[src/zeckendorf_adder_unit_defines.svh]
// Assertion macros for the Zeckendorf adder unit.
// Used by the top level; needs clk_i and rst_ni in scope.
`ifndef ZECKENDORF_ADDER_UNIT_DEFINES_SVH
`define ZECKENDORF_ADDER_UNIT_DEFINES_SVH

// same-cycle implication
`define ZAU_ASSERT_IMP(label, ante, cons) \
  label: assert property (@(posedge clk_i) disable iff (!rst_ni) (ante) |-> (cons)) \
    else $error("zeckendorf_adder_unit: assertion failed");

// next-cycle implication
`define ZAU_ASSERT_NXT(label, ante, cons) \
  label: assert property (@(posedge clk_i) disable iff (!rst_ni) (ante) |=> (cons)) \
    else $error("zeckendorf_adder_unit: assertion failed");

`endif

[src/zeck_pkg.sv]
// Shared constants, controller states and command/status types
// for the Zeckendorf adder unit. No dependencies.
`default_nettype none

package zeck_pkg;

  localparam int unsigned DIGITS_DEF = 32;
  localparam int unsigned IN_W       = 32;
  localparam int unsigned SUM_W      = 34;
  localparam int unsigned SUM_CNT_W  = 6;

  typedef enum logic [1:0] {
    ST_IDLE,
    ST_ACCUM,
    ST_CONV,
    ST_PUB
  } state_e;

  typedef struct packed {
    logic load;
    logic accum;
    logic conv;
    logic publish;
  } cmd_t;

  typedef struct packed {
    logic last;
    logic invalid;
  } sts_t;

endpackage

`default_nettype wire

[src/zeck_ctrl.sv]
// Controller state machine of the Zeckendorf adder unit.
// Depends on zeck_pkg for states and command/status types.
`default_nettype none

module zeck_ctrl (
  input  wire logic           clk_i,
  input  wire logic           rst_ni,
  input  wire logic           in_valid_i,
  output logic                in_stall_o,
  output logic                out_valid_o,
  input  wire logic           out_stall_i,
  input  wire zeck_pkg::sts_t sts_i,
  output zeck_pkg::cmd_t      cmd_o
);

  zeck_pkg::state_e state_q, state_d;
  logic             out_valid_q, out_valid_d;

  always_ff @(posedge clk_i or negedge rst_ni) begin
    if (!rst_ni) begin
      state_q     <= zeck_pkg::ST_IDLE;
      out_valid_q <= 1'b0;
    end else begin
      state_q     <= state_d;
      out_valid_q <= out_valid_d;
    end
  end

  always_comb begin
    state_d = state_q;
    cmd_o   = '0;
    unique case (state_q)
      zeck_pkg::ST_IDLE: begin
        if (in_valid_i) begin
          cmd_o.load = 1'b1;
          state_d    = zeck_pkg::ST_ACCUM;
        end
      end
      zeck_pkg::ST_ACCUM: begin
        if (sts_i.invalid) begin
          state_d = zeck_pkg::ST_PUB;
        end else begin
          cmd_o.accum = 1'b1;
          if (sts_i.last) begin
            state_d = zeck_pkg::ST_CONV;
          end
        end
      end
      zeck_pkg::ST_CONV: begin
        cmd_o.conv = 1'b1;
        if (sts_i.last) begin
          state_d = zeck_pkg::ST_PUB;
        end
      end
      zeck_pkg::ST_PUB: begin
        if (!out_valid_q || !out_stall_i) begin
          cmd_o.publish = 1'b1;
          state_d       = zeck_pkg::ST_IDLE;
        end
      end
      default: state_d = zeck_pkg::ST_IDLE;
    endcase
  end

  always_comb begin
    out_valid_d = out_valid_q;
    priority if (cmd_o.publish) begin
      out_valid_d = 1'b1;
    end else if (!out_stall_i) begin
      out_valid_d = 1'b0;
    end
  end

  assign in_stall_o  = (state_q != zeck_pkg::ST_IDLE);
  assign out_valid_o = out_valid_q;

endmodule

`default_nettype wire

[src/zeck_dpath.sv]
// Datapath of the Zeckendorf adder unit: value accumulation, greedy
// re-encoding and the output register. Depends on zeck_pkg.
`default_nettype none

module zeck_dpath #(
  parameter int unsigned DIGITS = zeck_pkg::DIGITS_DEF
) (
  input  wire logic                           clk_i,
  input  wire logic                           rst_ni,
  input  wire zeck_pkg::cmd_t                 cmd_i,
  output zeck_pkg::sts_t                      sts_o,
  input  wire logic [zeck_pkg::IN_W-1:0]      addend_a_i,
  input  wire logic [zeck_pkg::IN_W-1:0]      addend_b_i,
  output logic      [zeck_pkg::SUM_W-1:0]     sum_word_o,
  output logic      [zeck_pkg::SUM_CNT_W-1:0] sum_digits_o,
  output logic                                input_invalid_o
);

  localparam int unsigned POS   = DIGITS + 2;
  localparam int unsigned VAL_W = ((DIGITS + 4) * 7) / 10 + 2;
  localparam int unsigned CNT_W = $clog2(POS);
  localparam int unsigned CW    = $clog2(POS + 1);
  localparam int unsigned EXT_W = (POS > zeck_pkg::SUM_W) ? POS : zeck_pkg::SUM_W;
  localparam logic [zeck_pkg::IN_W-1:0] IN_MASK =
    zeck_pkg::IN_W'((64'(1) << DIGITS) - 64'(1));
  localparam int unsigned CNT_MAX = (1 << zeck_pkg::SUM_CNT_W) - 1;

  logic [zeck_pkg::IN_W-1:0] a_q, a_d, b_q, b_d;
  logic [VAL_W-1:0]          v_q, v_d, f0_q, f0_d, f1_q, f1_d;
  logic [CNT_W-1:0]          cnt_q, cnt_d;
  logic [CW-1:0]             len_q, len_d;
  logic [POS-1:0]            word_q, word_d;
  logic                      inv_q, inv_d;
  logic [zeck_pkg::IN_W-1:0] a_m, b_m;
  logic [VAL_W-1:0]          term;
  logic                      take;
  logic [EXT_W-1:0]          word_ext;
  logic [7:0]                len8;

  assign a_m  = addend_a_i & IN_MASK;
  assign b_m  = addend_b_i & IN_MASK;
  assign take = (f1_q <= v_q);

  always_comb begin
    unique case ({a_q[0], b_q[0]})
      2'b11:          term = {f0_q[VAL_W-2:0], 1'b0};
      2'b10, 2'b01:   term = f0_q;
      default:        term = '0;
    endcase
  end

  always_comb begin
    a_d    = a_q;
    b_d    = b_q;
    v_d    = v_q;
    f0_d   = f0_q;
    f1_d   = f1_q;
    cnt_d  = cnt_q;
    len_d  = len_q;
    word_d = word_q;
    inv_d  = inv_q;
    priority if (cmd_i.load) begin
      a_d    = a_m;
      b_d    = b_m;
      v_d    = '0;
      f0_d   = VAL_W'(1);
      f1_d   = VAL_W'(2);
      cnt_d  = CNT_W'(DIGITS - 1);
      len_d  = '0;
      word_d = '0;
      inv_d  = ((a_m & (a_m >> 1)) != '0) || ((b_m & (b_m >> 1)) != '0);
    end else if (cmd_i.accum) begin
      a_d   = a_q >> 1;
      b_d   = b_q >> 1;
      v_d   = v_q + term;
      f0_d  = f1_q;
      f1_d  = f0_q + f1_q;
      cnt_d = (cnt_q == '0) ? CNT_W'(POS - 1) : cnt_q - CNT_W'(1);
    end else if (cmd_i.conv) begin
      if (take) begin
        v_d = v_q - f1_q;
        if (len_q == '0) begin
          len_d = CW'(cnt_q) + CW'(1);
        end
      end
      f1_d   = f0_q;
      f0_d   = f1_q - f0_q;
      word_d = {word_q[POS-2:0], take};
      cnt_d  = cnt_q - CNT_W'(1);
    end
  end

  always_ff @(posedge clk_i or negedge rst_ni) begin
    if (!rst_ni) begin
      inv_q <= 1'b0;
    end else begin
      inv_q <= inv_d;
    end
  end

  always_ff @(posedge clk_i) begin
    a_q    <= a_d;
    b_q    <= b_d;
    v_q    <= v_d;
    f0_q   <= f0_d;
    f1_q   <= f1_d;
    cnt_q  <= cnt_d;
    len_q  <= len_d;
    word_q <= word_d;
  end

  assign sts_o.last    = (cnt_q == '0);
  assign sts_o.invalid = inv_q;

  assign word_ext = EXT_W'(word_q);
  assign len8     = 8'(len_q);

  always_ff @(posedge clk_i) begin
    if (cmd_i.publish) begin
      input_invalid_o <= inv_q;
      if (inv_q) begin
        sum_word_o   <= '0;
        sum_digits_o <= '0;
      end else begin
        sum_word_o   <= word_ext[zeck_pkg::SUM_W-1:0];
        sum_digits_o <= (len8 > 8'(CNT_MAX)) ? zeck_pkg::SUM_CNT_W'(CNT_MAX)
                                             : len8[zeck_pkg::SUM_CNT_W-1:0];
      end
    end
  end

endmodule

`default_nettype wire

[src/zeckendorf_adder_unit.sv]
// Top level of the Zeckendorf adder unit: controller, datapath, checks.
// Depends on zeck_pkg, zeck_ctrl, zeck_dpath and the defines header.
//
//   channel | handshake               | payload
//   --------+-------------------------+-------------------------------------
//   in      | in_valid_i / in_stall_o | addend_a_i, addend_b_i
//   out     | out_valid_o/out_stall_i | sum_word_o, sum_digits_o,
//           |                         | input_invalid_o
//
// One beat runs from accept to result as a load, a pass summing digit weights
// one position at a time, a pass of greedy re-encoding from the top position,
// and a publish. An addend with adjacent ones skips both passes and goes
// straight to the publish.
// Reset clears the controller and the invalid flag only; no clearing pass.
// The next beat is taken while a result waits on a stalled output.
`default_nettype none

`include "zeckendorf_adder_unit_defines.svh"

module zeckendorf_adder_unit #(
  parameter int unsigned DIGITS = zeck_pkg::DIGITS_DEF
) (
  input  wire logic                           clk_i,
  input  wire logic                           rst_ni,
  input  wire logic                           in_valid_i,
  output logic                                in_stall_o,
  input  wire logic [zeck_pkg::IN_W-1:0]      addend_a_i,
  input  wire logic [zeck_pkg::IN_W-1:0]      addend_b_i,
  output logic                                out_valid_o,
  input  wire logic                           out_stall_i,
  output logic      [zeck_pkg::SUM_W-1:0]     sum_word_o,
  output logic      [zeck_pkg::SUM_CNT_W-1:0] sum_digits_o,
  output logic                                input_invalid_o
);

  zeck_pkg::cmd_t cmd;
  zeck_pkg::sts_t sts;

  zeck_ctrl u_ctrl (
    .clk_i       (clk_i),
    .rst_ni      (rst_ni),
    .in_valid_i  (in_valid_i),
    .in_stall_o  (in_stall_o),
    .out_valid_o (out_valid_o),
    .out_stall_i (out_stall_i),
    .sts_i       (sts),
    .cmd_o       (cmd)
  );

  zeck_dpath #(
    .DIGITS (DIGITS)
  ) u_dpath (
    .clk_i           (clk_i),
    .rst_ni          (rst_ni),
    .cmd_i           (cmd),
    .sts_o           (sts),
    .addend_a_i      (addend_a_i),
    .addend_b_i      (addend_b_i),
    .sum_word_o      (sum_word_o),
    .sum_digits_o    (sum_digits_o),
    .input_invalid_o (input_invalid_o)
  );

  `ZAU_ASSERT_IMP(a_invalid_zero, out_valid_o && input_invalid_o,
                  sum_word_o == '0 && sum_digits_o == '0)
  `ZAU_ASSERT_IMP(a_no_adjacent, out_valid_o,
                  (sum_word_o & (sum_word_o >> 1)) == '0)
  `ZAU_ASSERT_IMP(a_zero_len, out_valid_o && sum_digits_o == '0, sum_word_o == '0)
  `ZAU_ASSERT_NXT(a_accept_busy, in_valid_i && !in_stall_o, in_stall_o)

endmodule

`default_nettype wire
[config.mk]
export PLATFORM = sky130hd
export DESIGN_NAME = zeckendorf_adder_unit
export DESIGN_NICKNAME = d
export VERILOG_FILES = /design/src/zeck_pkg.sv /design/src/zeck_ctrl.sv /design/src/zeck_dpath.sv /design/src/zeckendorf_adder_unit.sv
export VERILOG_INCLUDE_DIRS = /design/src /design/src/src
export SDC_FILE = /design/constraint.sdc
export NUM_CORES = 1
export LEC_CHECK = 0
export ABC_AREA = 1
export BUFFER_PORTS_ARGS = -buffer_cell sky130_fd_sc_hd__buf_4
export CAP_MARGIN = 20
export CORE_ASPECT_RATIO = 1.4
export CORE_MARGIN = 2
export CORE_UTILIZATION = 40
export DETAILED_ROUTE_END_ITERATION = 10
export PLACE_DENSITY = 0.63
export SYNTH_ARGS = -nofsm -noshare
export SYNTH_HDL_FRONTEND = slang
export SYNTH_SLANG_ARGS = --single-unit
export TNS_END_PERCENT = 1
[constraint.sdc]
create_clock -name clk_i -period 8.77 [get_ports clk_i]
set_input_delay 1.754 -clock clk_i [delete_from_list [all_inputs] [get_ports clk_i]]
set_output_delay 1.754 -clock clk_i [all_outputs]
set_load 0.02 [all_outputs]
==> metrics.txt <==
Root Driver clkbuf_16; largest family of logic cells by synthesized area simple AND/OR/NAND/NOR gates; Clock Sink Count 236; crit-path most repeated cell buf_4; Yosys cell types 48; Die Footprint 0.0464 mm²; compound-gate portion of the synthesized area 0.127; Worst-Skew Late Latency 0.57 ns; Max transition margin 0.247; Worst VDD drop 220 µV; Slew Limit Fails 0; arrival time worst endpoint 4.66 ns; Post-Synth Adder-Cell Area 0.0850; post-CTS repair timing setup buffer count 0; Final min period 4.24 ns; Core ar. 0.0441 mm²; f_max 236 MHz; Post-synth EDFFs 105; area of the multi-input gates 0.00986 mm²; Ant. Diodes 0; Mapped Area 0.0179 mm²; Port Buffers 110; syn_area_per_cell 6.38 µm²; DRT iter0 DRCs 1131; grt ovf 0; mux share of post-synthesis cell area 0; initial antenna violation count 0; Fill cells 4681; clock skew 0.0127 ns; largest net degree at the start of global routing 115; reg2reg path depth 11; slowest stage delay, CP 0.85 ns; required time worst endpoint 9.18 ns; cell family with most CP delay buffers and inverters; deepest clock path buffer count 3; status finished, final reports clean; Pwr Total 8.29 mW; Least-Margin Pin Slew 1.13 ns; Crit. End Element flip-flop; Inst Count DP 3384; gpl congestion 0.957; total CTS buffers 25; DRT Wirelength 55900 µm; top-area cell type share of the netlist area 0.188; top_reg_cell synth dfxtp_1; vias in the first global route 17350; Die W 183 µm; Yosys reg bits 236; Max Fanout on Critical Path 114; pre-CTS setup slack 3.95 ns; clock-pin slew on the worst setup and hold paths 0.06 ns; Final period util 0.484; syn nets 2986; critical-path cell list buf_4, nand2_4, buf_4, clkinv_2, buf_4, a221oi_1, o21ai_0; Final Hold Fails 0; GRT Total Usage 0.238; detailed-route via count 17713; DRC 0; die height 254 µm; dpl hpwl 43300 µm; Initial Util 0.405; Worst Hold Class reg -> reg; Post-DP Area 0.0191 mm²; Pwr Density 416 mW/mm²; H-Tree Depth 1; Hold Path Stages 2; Stages on worst setup path 7; first-pass GRT wire length 87800 µm; post-route cell area 0.0199 mm²; Via density 5.16; # setup viols final 0; CTS tree done; Post-Synth Simple-Gate Area 0.323; largest cells by area after synthesis nand2_1 19%, edfxtp_1 18%, dfxtp_1 14%; share of layout cells above drive strength 1 0.0707; Post-Layout Cell Count 3430; PnR worst setup slack 4.53 ns; share of the yosys chip area belonging to registers 0.325; Area Overhead vs Synth 11.6%; post_cts resized 0; RSZ-0062 raised after global routing false; Max-Cap Viols 0; Post-synth ARST share 0.0169; Cells after Synth 2799; Setup TNS 0 ns; WL/cell 16.3 µm; Sequential Area 0.00580 mm²; CP max stage cell clkinv_2; FP Rows 91; I/O pins 111; area leader, netlist nand2_1; Net count, final 3040; XOR/XNOR Fraction of Synth Area 0.0147; Worst Path Buf+Inv 4; critical path startpoint category input port; 1st-pass router iterations 5; Routed Antenna Nets 0; cts hold-fix bufs 0; yosys synthesis warning count 0; worst setup path category in -> reg; Leakage 10.1 nW
[worst paths after layout]
check	start	slack, ns	to
setup / recovery	in_valid_i	4.53	u_dpath.f0_q[0]
hold / removal	u_dpath.word_ext[32]	0.47	u_dpath.word_ext[33]
setup reg to reg	u_ctrl.state_q[1]	4.82	u_dpath.v_q[12]
hold reg to reg	u_dpath.word_ext[32]	0.47	u_dpath.word_ext[33]
max in group asynchronous	rst_ni	7.68	u_ctrl.state_q[0]
min in group asynchronous	rst_ni	0.98	u_ctrl.out_valid_o
[synthesized netlist by cell type (2+ instances only)]
cell type / n
a21oi_1: 205
nor2_1: 238
dfxtp_1: 127
a21o_1: 3
buf_6: 2
xor2_1: 25
dfrtp_1: 4
buf_4: 2
inv_2: 4
o21bai_1: 12
ha_1: 115
nand3_4: 2
nor4_1: 3
nor2_2: 13
fa_1: 4
and3_1: 2
buf_2: 13
o211ai_1: 2
xnor2_1: 5
clkbuf_1: 70
nor3_1: 18
o21ai_0: 137
o22ai_1: 38
o21a_1: 3
buf_1: 8
o21ai_1: 5
a31oi_1: 17
inv_1: 486
nand2_1: 894
nand2_4: 3
nand3_1: 160
and2_1: 3
nand4_1: 42
nand2_2: 5
edfxtp_1: 105
nand3b_1: 12
[tightest hold or removal path, delay by kind of cell (launching register included)]
kind / cells / cell delay, ns
compound gates: 1 / 0.06
buf+inv: 1 / 0.06
flops: 1 / 0.31
[flip-flops by register name (all words and copies together), names as in the netlist, 2 cells and up]
name and cells:
u_dpath.a_q 32, u_dpath.f0_q 27, u_dpath.sum_word_o 34, u_dpath.word_ext 34, u_dpath.sum_digits_o 6, u_dpath.b_q 32
u_ctrl.state_q 2, u_dpath.f1_q 27, u_dpath.v_q 27, u_dpath.cnt_q 6, u_dpath.len_q 6
[through the flow]
step / hold slack (ns) / utilization
after floorplan: 0.420 / -
after global placement: 0.454 / 0.434
after detailed placement: 0.461 / 0.434
after CTS: 0.470 / 0.452
after global routing: 0.496 / 0.452
final: 0.471 / 0.452
[area by class of cell]
| type | count | share of cell area |
|---|---|---|
| repair buffers | 122 | 0.0460 |
| inverters | 491 | 0.0925 |
| clock inverters | 19 | 0.00879 |
| clock buffers | 27 | 0.0323 |
| well taps | 558 | 0.0350 |
| multi-input cells | 1977 | 0.495 |
| flip-flops and latches | 236 | 0.291 |
[cells by family (layout without fill, tap and decap cells)]
logic type                 Yosys count  after routing
adders and majority gates          119            119
xor gates and xnor gates            30             30
buffers and inverters              586            659
and+or+nand+nor                   1401           1401
AOI/OAI and AO/OA                  427            427
DFF                                236            236
[per-layer routing]
| metal | routed length, µm | global-route usage | vias up | share of wire |
|---|---|---|---|---|
| met5 | 0 | 0 | - | 0 |
| met4 | 3040 | 0.129 | 0 | 0.054 |
| met3 | 2230 | 0.0158 | 137 | 0.040 |
| met2 | 27600 | 0.426 | 486 | 0.49 |
| met1 | 23000 | 0.284 | 8114 | 0.41 |
| li1 | - | - | 8976 | - |
[layout by cell type, fill, tap and decap left out, drive strengths merged, types with 42 or more instances in the layout]
master,instances
nor2,251
inv,492
ha,115
nand4,42
nand3,162
a21oi,206
dfxtp,127
nand2,902
o21ai,142
buf,122
edfxtp,105
[power breakdown]
group	leakage (nW)	total (mW)	internal [mW]	switching [mW]
Clock	0.400	1.09	0.597	0.489
Combinational	7.63	5.30	1.70	3.60
Sequential	2.09	1.91	1.62	0.285
Total	10.1	8.29	3.92	4.37
Note: power is estimated with default switching activity, not from simulation.
